==> config.mk <==
export PLATFORM = sky130hd
export DESIGN_NAME = mpeg_audio_header_decoder_unit
export DESIGN_NICKNAME = d
export VERILOG_FILES = /design/src/design/mahd_pkg.sv /design/src/design/mahd_front.sv /design/src/design/mahd_queue.sv /design/src/design/mahd_back.sv /design/src/design/mpeg_audio_header_decoder_unit.sv
export SDC_FILE = /design/constraint.sdc
export NUM_CORES = 1
export LEC_CHECK = 0
export BUFFER_PORTS_ARGS = -buffer_cell sky130_fd_sc_hd__buf_2
export CAP_MARGIN = 20
export CORE_MARGIN = 4
export CORE_UTILIZATION = 54
export DETAILED_ROUTE_END_ITERATION = 12
export PLACE_DENSITY = 0.72
export RECOVER_POWER = 25
export SYNTH_ARGS = -nofsm -noshare
export SYNTH_HDL_FRONTEND = slang
export SYNTH_SLANG_ARGS = --single-unit
==> constraint.sdc <==
create_clock -name clk_i -period 9.4 [get_ports clk_i]
set_clock_uncertainty 0.05 [all_clocks]
set_input_delay 1.88 -clock clk_i [delete_from_list [all_inputs] [get_ports clk_i]]
set_output_delay 1.88 -clock clk_i [all_outputs]
set_load 0.02 [all_outputs]
==> src/design/mahd_pkg.sv <==
// Shared types, field codes and the Layer III frame-size table for the
// MPEG audio header decoder. No dependencies.

package mahd_pkg;

  localparam int unsigned HeaderWidth = 32;
  localparam int unsigned SizeWidth   = 11;
  localparam int unsigned QueueDepth  = 2;
  localparam int unsigned QueuePtrW   = $clog2(QueueDepth);
  localparam int unsigned QueueCntW   = $clog2(QueueDepth + 1);

  localparam logic [11:0] SYNC_PATTERN  = 12'hfff;
  localparam logic [1:0]  LAYER_RSVD    = 2'b00;
  localparam logic [1:0]  LAYER_III     = 2'b01;
  localparam logic [1:0]  RATE_RSVD     = 2'b11;
  localparam logic [3:0]  BR_FREE       = 4'd0;
  localparam logic [3:0]  BR_BAD        = 4'd15;
  localparam logic [1:0]  MODE_MONO     = 2'b11;
  localparam logic [2:0]  LSF_RATE_OFFS = 3'd3;

  localparam logic [2:0] RIDX_44100 = 3'd0;
  localparam logic [2:0] RIDX_48000 = 3'd1;
  localparam logic [2:0] RIDX_32000 = 3'd2;
  localparam logic [2:0] RIDX_22050 = 3'd3;
  localparam logic [2:0] RIDX_24000 = 3'd4;
  localparam logic [2:0] RIDX_16000 = 3'd5;

  // Decoded header, everything except the frame size.
  typedef struct packed {
    logic       status;
    logic       sync_ok;
    logic       low_rate_ext;
    logic [2:0] rate_index;
    logic [3:0] bitrate_code;
    logic       crc_present;
    logic       pad_bit;
    logic [1:0] channel_mode;
    logic [1:0] mode_extension;
    logic [1:0] channel_count;
    logic [4:0] misc_flags;
  } mahd_hdr_t;

  typedef logic [SizeWidth-1:0] mahd_size_t;

  // Frame bytes after the header, no padding: kbps*144000/rate - 4, or kbps*72000/rate - 4 at the LSF rates.
  // Indexed by bitrate code; codes 0 and 15 are errors and read 0.
  localparam mahd_size_t SIZE_44100 [16] = '{
    11'd0,   11'd100, 11'd126, 11'd152, 11'd178, 11'd204, 11'd257, 11'd309,
    11'd361, 11'd413, 11'd518, 11'd622, 11'd727, 11'd831, 11'd1040, 11'd0
  };
  localparam mahd_size_t SIZE_48000 [16] = '{
    11'd0,   11'd92,  11'd116, 11'd140, 11'd164, 11'd188, 11'd236, 11'd284,
    11'd332, 11'd380, 11'd476, 11'd572, 11'd668, 11'd764, 11'd956, 11'd0
  };
  localparam mahd_size_t SIZE_32000 [16] = '{
    11'd0,   11'd140, 11'd176, 11'd212, 11'd248, 11'd284, 11'd356, 11'd428,
    11'd500, 11'd572, 11'd716, 11'd860, 11'd1004, 11'd1148, 11'd1436, 11'd0
  };
  localparam mahd_size_t SIZE_22050 [16] = '{
    11'd0,   11'd22,  11'd48,  11'd74,  11'd100, 11'd126, 11'd152, 11'd178,
    11'd204, 11'd257, 11'd309, 11'd361, 11'd413, 11'd466, 11'd518, 11'd0
  };
  localparam mahd_size_t SIZE_24000 [16] = '{
    11'd0,   11'd20,  11'd44,  11'd68,  11'd92,  11'd116, 11'd140, 11'd164,
    11'd188, 11'd236, 11'd284, 11'd332, 11'd380, 11'd428, 11'd476, 11'd0
  };
  localparam mahd_size_t SIZE_16000 [16] = '{
    11'd0,   11'd32,  11'd68,  11'd104, 11'd140, 11'd176, 11'd212, 11'd248,
    11'd284, 11'd356, 11'd428, 11'd500, 11'd572, 11'd644, 11'd716, 11'd0
  };

  function automatic mahd_size_t frame_base(logic [2:0] ridx, logic [3:0] br);
    mahd_size_t res;
    case (ridx)
      RIDX_44100: res = SIZE_44100[br];
      RIDX_48000: res = SIZE_48000[br];
      RIDX_32000: res = SIZE_32000[br];
      RIDX_22050: res = SIZE_22050[br];
      RIDX_24000: res = SIZE_24000[br];
      RIDX_16000: res = SIZE_16000[br];
      default:    res = '0;
    endcase
    return res;
  endfunction

endpackage

==> src/design/mahd_front.sv <==
// Front stage: accepts header words, unpacks and classifies them into a
// registered mahd_hdr_t. Depends on mahd_pkg.

module mahd_front import mahd_pkg::*; (
  input  logic                   clk_i,
  input  logic                   rst_ni,
  input  logic                   in_valid_i,
  output logic                   in_ready_o,
  input  logic [HeaderWidth-1:0] header_word_i,
  output logic                   hdr_valid_o,
  input  logic                   hdr_ready_i,
  output mahd_hdr_t              hdr_o
);

  logic       valid_q, valid_d;
  mahd_hdr_t  hdr_q, hdr_d;

  logic [1:0] layer_bits;
  logic [3:0] br;
  logic [1:0] sr;
  logic       lsf;
  logic       v1_or_2;
  logic [1:0] mode;

  assign layer_bits = header_word_i[18:17];
  assign br         = header_word_i[15:12];
  assign sr         = header_word_i[11:10];
  assign lsf        = ~header_word_i[19];
  assign v1_or_2    = header_word_i[20];
  assign mode       = header_word_i[7:6];

  assign in_ready_o = ~valid_q | hdr_ready_i;

  always_comb begin
    hdr_d.sync_ok = (header_word_i[31:20] == SYNC_PATTERN) && (layer_bits != LAYER_RSVD) &&
                    (br != BR_BAD) && (sr != RATE_RSVD);
    hdr_d.status  = ~v1_or_2 || (sr == RATE_RSVD) || (br == BR_FREE) || (br == BR_BAD) ||
                    (layer_bits != LAYER_III);
    hdr_d.low_rate_ext = lsf;
    if (v1_or_2 && (sr != RATE_RSVD)) begin
      hdr_d.rate_index = {1'b0, sr} + (lsf ? LSF_RATE_OFFS : 3'd0);
    end else begin
      hdr_d.rate_index = RIDX_44100;
    end
    hdr_d.bitrate_code   = br;
    hdr_d.crc_present    = ~header_word_i[16];
    hdr_d.pad_bit        = header_word_i[9];
    hdr_d.channel_mode   = mode;
    hdr_d.mode_extension = header_word_i[5:4];
    hdr_d.channel_count  = (mode == MODE_MONO) ? 2'd1 : 2'd2;
    hdr_d.misc_flags     = {header_word_i[8], header_word_i[3:2], header_word_i[1:0]};
  end

  assign valid_d = in_ready_o ? in_valid_i : valid_q;

  always_ff @(posedge clk_i or negedge rst_ni) begin
    if (!rst_ni) begin
      valid_q <= 1'b0;
    end else begin
      valid_q <= valid_d;
    end
  end

  // Payload loads on every transfer into the stage.
  always_ff @(posedge clk_i) begin
    if (in_valid_i && in_ready_o) begin
      hdr_q <= hdr_d;
    end
  end

  assign hdr_valid_o = valid_q;
  assign hdr_o       = hdr_q;

endmodule

==> src/design/mahd_queue.sv <==
// Short queue between the front and back stages so each side can stall
// on its own. Depends on mahd_pkg.

module mahd_queue import mahd_pkg::*; (
  input  logic      clk_i,
  input  logic      rst_ni,
  input  logic      wr_valid_i,
  output logic      wr_ready_o,
  input  mahd_hdr_t wr_data_i,
  output logic      rd_valid_o,
  input  logic      rd_ready_i,
  output mahd_hdr_t rd_data_o
);

  mahd_hdr_t             mem_q [QueueDepth];
  logic [QueuePtrW-1:0]  wptr_q, wptr_d;
  logic [QueuePtrW-1:0]  rptr_q, rptr_d;
  logic [QueueCntW-1:0]  cnt_q, cnt_d;
  logic                  push, pop;

  assign wr_ready_o = (cnt_q != QueueCntW'(QueueDepth));
  assign rd_valid_o = (cnt_q != '0);
  assign rd_data_o  = mem_q[rptr_q];

  assign push = wr_valid_i & wr_ready_o;
  assign pop  = rd_valid_o & rd_ready_i;

  always_comb begin
    wptr_d = wptr_q;
    rptr_d = rptr_q;
    cnt_d  = cnt_q;
    if (push) begin
      wptr_d = (wptr_q == QueuePtrW'(QueueDepth - 1)) ? '0 : wptr_q + 1'b1;
    end
    if (pop) begin
      rptr_d = (rptr_q == QueuePtrW'(QueueDepth - 1)) ? '0 : rptr_q + 1'b1;
    end
    case ({push, pop})
      2'b10:   cnt_d = cnt_q + 1'b1;
      2'b01:   cnt_d = cnt_q - 1'b1;
      default: cnt_d = cnt_q;
    endcase
  end

  always_ff @(posedge clk_i or negedge rst_ni) begin
    if (!rst_ni) begin
      wptr_q <= '0;
      rptr_q <= '0;
      cnt_q  <= '0;
    end else begin
      wptr_q <= wptr_d;
      rptr_q <= rptr_d;
      cnt_q  <= cnt_d;
    end
  end

  always_ff @(posedge clk_i) begin
    if (push) begin
      mem_q[wptr_q] <= wr_data_i;
    end
  end

endmodule

==> src/design/mahd_back.sv <==
// Back stage: looks up the Layer III frame size, adds padding and holds
// the finished result in the output register. Depends on mahd_pkg.

module mahd_back import mahd_pkg::*; (
  input  logic       clk_i,
  input  logic       rst_ni,
  input  logic       hdr_valid_i,
  output logic       hdr_ready_o,
  input  mahd_hdr_t  hdr_i,
  output logic       res_valid_o,
  input  logic       res_ready_i,
  output mahd_hdr_t  res_hdr_o,
  output mahd_size_t res_size_o
);

  logic       valid_q, valid_d;
  mahd_hdr_t  hdr_q;
  mahd_size_t size_q, size_d;

  assign hdr_ready_o = ~valid_q | res_ready_i;
  assign valid_d     = hdr_ready_o ? hdr_valid_i : valid_q;

  // Errored headers report a zero size.
  always_comb begin
    if (hdr_i.status) begin
      size_d = '0;
    end else begin
      size_d = frame_base(hdr_i.rate_index, hdr_i.bitrate_code) +
               SizeWidth'(hdr_i.pad_bit);
    end
  end

  always_ff @(posedge clk_i or negedge rst_ni) begin
    if (!rst_ni) begin
      valid_q <= 1'b0;
    end else begin
      valid_q <= valid_d;
    end
  end

  always_ff @(posedge clk_i) begin
    if (hdr_valid_i && hdr_ready_o) begin
      hdr_q  <= hdr_i;
      size_q <= size_d;
    end
  end

  assign res_valid_o = valid_q;
  assign res_hdr_o   = hdr_q;
  assign res_size_o  = size_q;

endmodule

==> src/design/mpeg_audio_header_decoder_unit.sv <==
// MPEG audio Layer III frame header decoder, top level.
// Instantiates mahd_front, mahd_queue and mahd_back; depends on mahd_pkg.
//
// Usage:
//   Input channel in_valid_i/in_ready_o carries one 32-bit header word
//   (first received byte in bits 31..24). Output channel out_valid_o/
//   out_ready_i carries one result per header: unpacked fields, a sync
//   check, an error status and the frame size in bytes after the header
//   (zero on error).
//   out_valid_o rises once an input transfer has passed the front register,
//   the two-entry queue and the back output register.
//   Throughput is one header per cycle while out_ready_i stays high; the
//   frame-size lookup is a constant table read in the back stage, so
//   nothing iterates.
//   When the receiver stalls, the output register holds its result, the
//   queue fills, and in_ready_o drops only once the front register, queue
//   and output register are all occupied (four headers in flight).
//   Reset empties all stages; the block can take input once rst_ni rises.

module mpeg_audio_header_decoder_unit import mahd_pkg::*; (
  input  logic                   clk_i,
  input  logic                   rst_ni,
  input  logic                   in_valid_i,
  output logic                   in_ready_o,
  input  logic [HeaderWidth-1:0] header_word_i,
  output logic                   out_valid_o,
  input  logic                   out_ready_i,
  output logic                   status_o,
  output logic                   sync_ok_o,
  output logic                   low_rate_ext_o,
  output logic [2:0]             rate_index_o,
  output logic [3:0]             bitrate_code_o,
  output logic                   crc_present_o,
  output logic                   pad_bit_o,
  output logic [1:0]             channel_mode_o,
  output logic [1:0]             mode_extension_o,
  output logic [1:0]             channel_count_o,
  output logic [4:0]             misc_flags_o,
  output logic [SizeWidth-1:0]   frame_size_o
);

  logic       fr_valid, fr_ready;
  mahd_hdr_t  fr_hdr;
  logic       q_valid, q_ready;
  mahd_hdr_t  q_hdr;
  mahd_hdr_t  res_hdr;
  mahd_size_t res_size;

  mahd_front u_front (
    .clk_i         (clk_i),
    .rst_ni        (rst_ni),
    .in_valid_i    (in_valid_i),
    .in_ready_o    (in_ready_o),
    .header_word_i (header_word_i),
    .hdr_valid_o   (fr_valid),
    .hdr_ready_i   (fr_ready),
    .hdr_o         (fr_hdr)
  );

  mahd_queue u_queue (
    .clk_i      (clk_i),
    .rst_ni     (rst_ni),
    .wr_valid_i (fr_valid),
    .wr_ready_o (fr_ready),
    .wr_data_i  (fr_hdr),
    .rd_valid_o (q_valid),
    .rd_ready_i (q_ready),
    .rd_data_o  (q_hdr)
  );

  mahd_back u_back (
    .clk_i       (clk_i),
    .rst_ni      (rst_ni),
    .hdr_valid_i (q_valid),
    .hdr_ready_o (q_ready),
    .hdr_i       (q_hdr),
    .res_valid_o (out_valid_o),
    .res_ready_i (out_ready_i),
    .res_hdr_o   (res_hdr),
    .res_size_o  (res_size)
  );

  assign status_o         = res_hdr.status;
  assign sync_ok_o        = res_hdr.sync_ok;
  assign low_rate_ext_o   = res_hdr.low_rate_ext;
  assign rate_index_o     = res_hdr.rate_index;
  assign bitrate_code_o   = res_hdr.bitrate_code;
  assign crc_present_o    = res_hdr.crc_present;
  assign pad_bit_o        = res_hdr.pad_bit;
  assign channel_mode_o   = res_hdr.channel_mode;
  assign mode_extension_o = res_hdr.mode_extension;
  assign channel_count_o  = res_hdr.channel_count;
  assign misc_flags_o     = res_hdr.misc_flags;
  assign frame_size_o     = res_size;

endmodule
; After elaboration in Yosys (flattened, before gate mapping)
; Memories as Yosys holds them, arrays and structs flattened.
; Index checks and enable logic that the tools add are counted.
[op_classes]
addsub = 6
n_lt_le_gt_ge = 1
eq_ne = 15
muxes = 21
bitwise_logic = 10
reduce_logical = 15
[op_table]
columns = op, count
row1 = 2-to-1 mux 11 bit, 13
row2 = one-hot mux 11 bit (6 select lines), 1
row3 = "== test 12 bit, second input constant", 1
row4 = adder 11 x 1 -> 11 bit, 1
row5 = "== test 2 bit, second input constant", 3
row6 = "== test 3 x 2 -> 1 bit, second input constant", 2
row7 = "== test 3 bit, second input constant", 2
row8 = logical AND 1 bit, 6
row9 = nonzero test 2 bit, 3
row10 = "greater-or-equal comparator 5 bit, second input constant", 1
row11 = inverter 1 bit, 5
row12 = inverter 4 -> 5 bit, 1
row13 = "== test 4 bit, second input constant", 1
row14 = logical NOT 4 bit, 1
row15 = logical OR 1 bit, 4
row16 = 2-to-1 mux 1 bit, 4
row17 = 2-to-1 mux 2 bit, 2
row18 = "!= test 2 bit, second input constant", 2
row19 = "!= test 4 bit, second input constant", 1
row20 = one-hot mux 2 bit (2 select lines), 1
row21 = adder 2 x 3 -> 3 bit, 1
row22 = "== test 3 x 1 -> 1 bit, second input constant", 1
row23 = logical NOT 3 bit, 1
row24 = "adder 1 bit, second input constant", 2
row25 = 6 further kinds, 8
[totals]
register_bits = 63
mem_bits_rw = 46
romBits = 1056
input_bits = 36
out_inout_bits = 36
elab_cells = 103
mem_count = 7
[mem_list]
columns = name, depth, width, rd, rd_ports_with_merged_regs, wr, line_no
row1 = (name not given), 16, 11, 1, 0, 0, mahd_pkg.sv:76  ; RIDX_48000: res = SIZE_48000[br];
row2 = (name not given), 16, 11, 1, 0, 0, mahd_pkg.sv:79  ; RIDX_24000: res = SIZE_24000[br];
row3 = (name not given), 16, 11, 1, 0, 0, mahd_pkg.sv:80  ; RIDX_16000: res = SIZE_16000[br];
row4 = (name not given), 16, 11, 1, 0, 0, mahd_pkg.sv:78  ; RIDX_22050: res = SIZE_22050[br];
row5 = (name not given), 16, 11, 1, 0, 0, mahd_pkg.sv:75  ; RIDX_44100: res = SIZE_44100[br];
row6 = (name not given), 16, 11, 1, 0, 0, mahd_pkg.sv:77  ; RIDX_32000: res = SIZE_32000[br];
row7 = 1 more memories, -, -, -, -, -, -

; Longest topological paths before layout
; An unclocked memory read counts as a cell.
[depth]
ltp_word = 8
mapped_depth = 15
mapped_depth_nobuf = 13

; Modules after synthesis
; Synthesis repeated with hierarchy kept, for this count alone.
[hier_totals]
cells_unflattened = 428
hier_area_um2 = 5691.7
[by_module_without_submodules]
columns = mod, n_inst, cells_per_inst, area_each_um2, seq_area_each_um2
row1 = mahd_back, 1, 293, 2955.3, 1046.0
row2 = mahd_queue, 1, 89, 1863.0, 1481.4
row3 = mahd_front, 1, 46, 873.3, 715.7

; Worst setup path after synthesis
; No wires, ideal clock.
[synth_timing]
path_kind = input -> register
start = input port out_ready_i
end = register u_queue.cnt_q[1]
setup_time_ps = 79
arrival_time_ps = 4483
required_ps = 9271
setup_slack_ps = 4788
path_stages = 5
n_path_buf = 0
path_cell_list = inv_1 a21oi_1 ha_1 nor2_1 xor2_1
[synth_via]
elab_chain_len = 4
word_cells_on_any_way = 6
classes_between = eq/ne (2) / mux (1) / bitwise (2) / reduce/logical (1)
[synth_rtl]
columns = item, line_no
row1 = from (decl), mpeg_audio_header_decoder_unit.sv:27  ; input logic out_ready_i,
row2 = OR 1 bit *, mahd_back.sv:20  ; assign hdr_ready_o = ~valid_q | res_ready_i;
row3 = AND 1 bit *, mahd_queue.sv:26  ; assign pop = rd_valid_o & rd_ready_i;
row4 = net u_queue.pop, mahd_queue.sv:19  ; logic push, pop;
row5 = == test 2 x 1 -> 1 bit or == test 2 bit (tied branches), mahd_queue.sv:38  ; case ({push, pop})
row6 = one-hot mux 2 bit (2 select lines) or nonzero test 2 bit (tied branches), -
row7 = to (signal assigned), mahd_queue.sv:53  ; cnt_q <= cnt_d;
row8 = to (decl), mahd_queue.sv:18  ; logic [QueueCntW-1:0] cnt_q, cnt_d;
; Mark *: on every way through the listed nets, which the timed path passes. The rest lies on a longest branch.
; A chain may end at the register's enable or synchronous reset.

==> flow_summary_export.csv <==
group,metric,value,unit
cells_and_area,final_area,6450,sq um
logic_synthesis,ys_types,80,
worst_setup_path,cp_max_fo,56,
route,firstDrtPassIters,7,
logic_synthesis,ys_top_cells_by_area,"edfxtp_1 (53%), mux2_2 (3.3%), ha_1 (3.0%), dfrtp_1 (2.6%), nand2b_1 (2.6%)",
worst_setup_path,crit_required,9.50,ns
logic_synthesis,ys_seq_area_share,56.1,%
clock_tree,post_cts_resize_count,0,
worst_setup_path,crit_family,"simple AND/OR/NAND/NOR gates",
clock_tree,cts_num_sinks,109,
floorplanning,die_w,111,um
floorplanning,die_height,111,um
worst_setup_path,crit_type,"flop to flop",
clock_tree,clock_latency,0.38,ns
cells_and_area,diodes,0,
worst_setup_path,max_stage_delay,0.53,ns
clock_tree,htree_levels,3,
route,via_count,4137,
clock_tree,postCtsSetupRepairBufs,0,
floorplanning,die_area,12400,sq um
route,wl_per_cell,20.1,um
sta,slew_headroom,23.2,%
global_routing,grt_usage,22.1,%
route,routed_via_density,6.11,
worst_setup_path,worstPathArrival,4.41,ns
logic_synthesis,syn_area,5780,sq um
global_routing,overflow,0,
job,maxCapViolCount,0,
cells_and_area,fin_util,62.2,%
power_and_ir_drop,ir_drop,304,uV
outcome,status,"completed",
clock_tree,ctsLongestPathBuffers,2,
min_path,hp-class,"flop to flop",
route,wl_met3,985,um
sta,final_max_slew_viol_count,0,
worst_setup_path,crit_buf_inv,2,
logic_synthesis,ys_warn_count,0,
place,io_buffers,71,
global_routing,antenna_found_initial,0,
sta,fin_crit_sh,45.9,%
worst_setup_path,cp_cell_sequence,"buf_4 > mux2i_2 > inv_1 > ha_1 > and2_1 > o311ai_0 > o221ai_1 > nor3_2 > nor3_4 > and4_4 > o21a_1",
logic_synthesis,synth_cells,471,
floorplanning,start_util,55.8,%
route,top_layer,"met4",
worst_setup_path,r2r_slack,5.09,ns
clock_tree,cts_buffers,9,
sta,tns,0,ns
place,place_hpwl,9590,um
sta,tightest_slew,1.15,ns
floorplanning,io_pins,72,
logic_synthesis,synthArstFlopShare,5.50,%
route,wl,13600,um
sta,min_period,4.31,ns
power_and_ir_drop,p_leak,0.00241,uW
power_and_ir_drop,p_per_area,367,nW/um^2
logic_synthesis,synth-edff-count,103,
global_routing,grt_max_degree,57,
route,drt_iter0_drc,400,
route,wl_met2,6560,um
global_routing,grt_first_pass_wirelength,21600,um
global_routing,grt_pass1_vias,4029,
floorplanning,fp-row-count,37,
clock_tree,clockRootBuffer,"clkbuf_8",
sta,hold_viol_final,0,
logic_synthesis,synth_nets,522,
route,drc,0,
worst_setup_path,cp-start-kind,"flop",
sta,fmax,232,MHz
clock_tree,cts-hold-fix-buffers,0,
worst_setup_path,slowest_stage,"buf_4",
sta,setup_viol,0,
route,wl_met1,5610,um
route,ant_nets,0,
place,gp_congestion,1.00,
cells_and_area,nNetsFinal,587,
worst_setup_path,critPathCaptureType,"flop",
logic_synthesis,ys_seq_elements,109,
cells_and_area,layout-drive-gt1-share,25.9,%
place,post-place-ws,5.14,ns
clock_tree,cts.reportedPaths.clkPinSlew,0.12,ns
logic_synthesis,syn_avg_cell_area,12.3,sq um
floorplanning,coreArea,10400,sq um
logic_synthesis,synth_ff_type,"edfxtp_1",
cells_and_area,syn2layout_area_growth,11.5,%
sta,rsz0062_at_grt,"false",
logic_synthesis,synth_top_area_share,53.5,%
cells_and_area,n_fill_cell,814,
place,place_area,6220,sq um
sta,timing.final.ws_setup,5.09,ns
sta,hold_ws,0.412,ns
clock_tree,cts_tree,"done",
logic_synthesis,yosys.area.top_type,"edfxtp_1",
==> path summary, 6_finish.rpt <==
| path | from | to | cells after the start |
|---|---|---|---|
| setup / recovery | u_queue.rptr_q | u_back.res_size_o[9] | 11 |
| hold / removal | u_front.hdr_o[13] | u_queue.mem_q[1][13] | 0 |
| setup reg to reg | u_queue.rptr_q | u_back.res_size_o[9] | 11 |
| hold reg to reg | u_front.hdr_o[13] | u_queue.mem_q[1][13] | 0 |
| max in group asynchronous | rst_ni | u_queue.rptr_q | 1 |
| min in group asynchronous | rst_ni | u_queue.cnt_q[1] | 1 |
==> report_power, final <==
part | internal, uW | switching [uW]
sequential | 749 | 83.4
combinational | 420 | 804
clock | 114 | 197
total | 1280 | 1080
==> cell usage after synthesis (4+ instances only) <==
cell,count
a211oi_1,5
a21oi_1,25
a22oi_1,5
a31oi_1,4
and2_1,7
buf_2,14
buf_6,4
dfrtp_1,6
edfxtp_1,103
ha_1,14
inv_1,17
mux2_2,17
mux2i_1,4
nand2_1,32
nand2b_1,24
nand3_1,10
nor2_1,34
nor2b_1,4
nor3_1,4
o211ai_1,4
o21ai_0,15
o221ai_1,5
o22ai_1,12
xnor2_1,8
==> worst register-to-register path, delay by kind of cell (launching register included) <==
kind	cells	cell delay [ns]
adders and majority gates	1	0.47
DFF	1	0.36
AOI/OAI and AO/OA	3	0.92
muxes	1	0.51
and+or+nand+nor	4	0.96
buffers and inverters	2	0.81
==> state kept, by name, summed over array words and instances, names as in the netlist <==
signal and flops:
u_queue.mem_q 46, u_back.res_size_o 11, u_queue.rptr_q 1, u_back.res_hdr_o 23, u_front.hdr_o 23, u_queue.wptr_q 1
u_front.hdr_valid_o 1, u_back.res_valid_o 1, u_queue.cnt_q 2
==> per-stage QoR <==
stage | power [uW] | std cells
floorplan | 1720 | 471
global placement | 2040 | 660
detailed placement | 2050 | 660
CTS | 2360 | 676
global route | 2510 | 677
finish | 2370 | 677
==> per-layer routing <==
layer / up-vias / track usage, %
li1: 1936 / -
met1: 1958 / 28.7
met2: 210 / 36.8
met3: 33 / 4.40
met4: 0 / 8.43
met5: - / 0
==> cells in the final DEF, fill, tap and decap left out, drive strengths merged, types with 6 or more instances in the layout <==
cell	n
mux2i	8
nand2b	24
a22oi	6
ha	14
o22ai	13
buf	74
clkbuf	11
nand2	32
dfrtp	6
nor3	8
and2	7
nand3	10
o21ai	16
nor2	35
edfxtp	103
a211oi	8
xnor2	8
a21oi	25
inv	25
mux2	17
==> cell families (layout without fill, tap and decap cells) <==
logic type      count (synthesis)  count (layout)  share of synthesized area (%)
compound gates                123             123                           15.7
xor+xnor                       11              11                           1.67
fa+ha+maj                      15              15                           3.37
buf+inv                        42             112                           3.55
flops                         109             109                           56.1
mux                            25              25                           5.26
simple gates                  146             146                           14.4
==> layout make-up <==
class / instances / area (sq um) / area share (%)
inverters: 20 / 75.1 / 1.16
well taps: 136 / 170 / 2.64
repair buffers: 76 / 388 / 6.02
flip-flops and latches: 109 / 3240 / 50.3
clock inverters: 7 / 96.3 / 1.49
clock buffers: 9 / 124 / 1.92
multi-input cells: 320 / 2350 / 36.4
(Power assumes the default switching activity.)
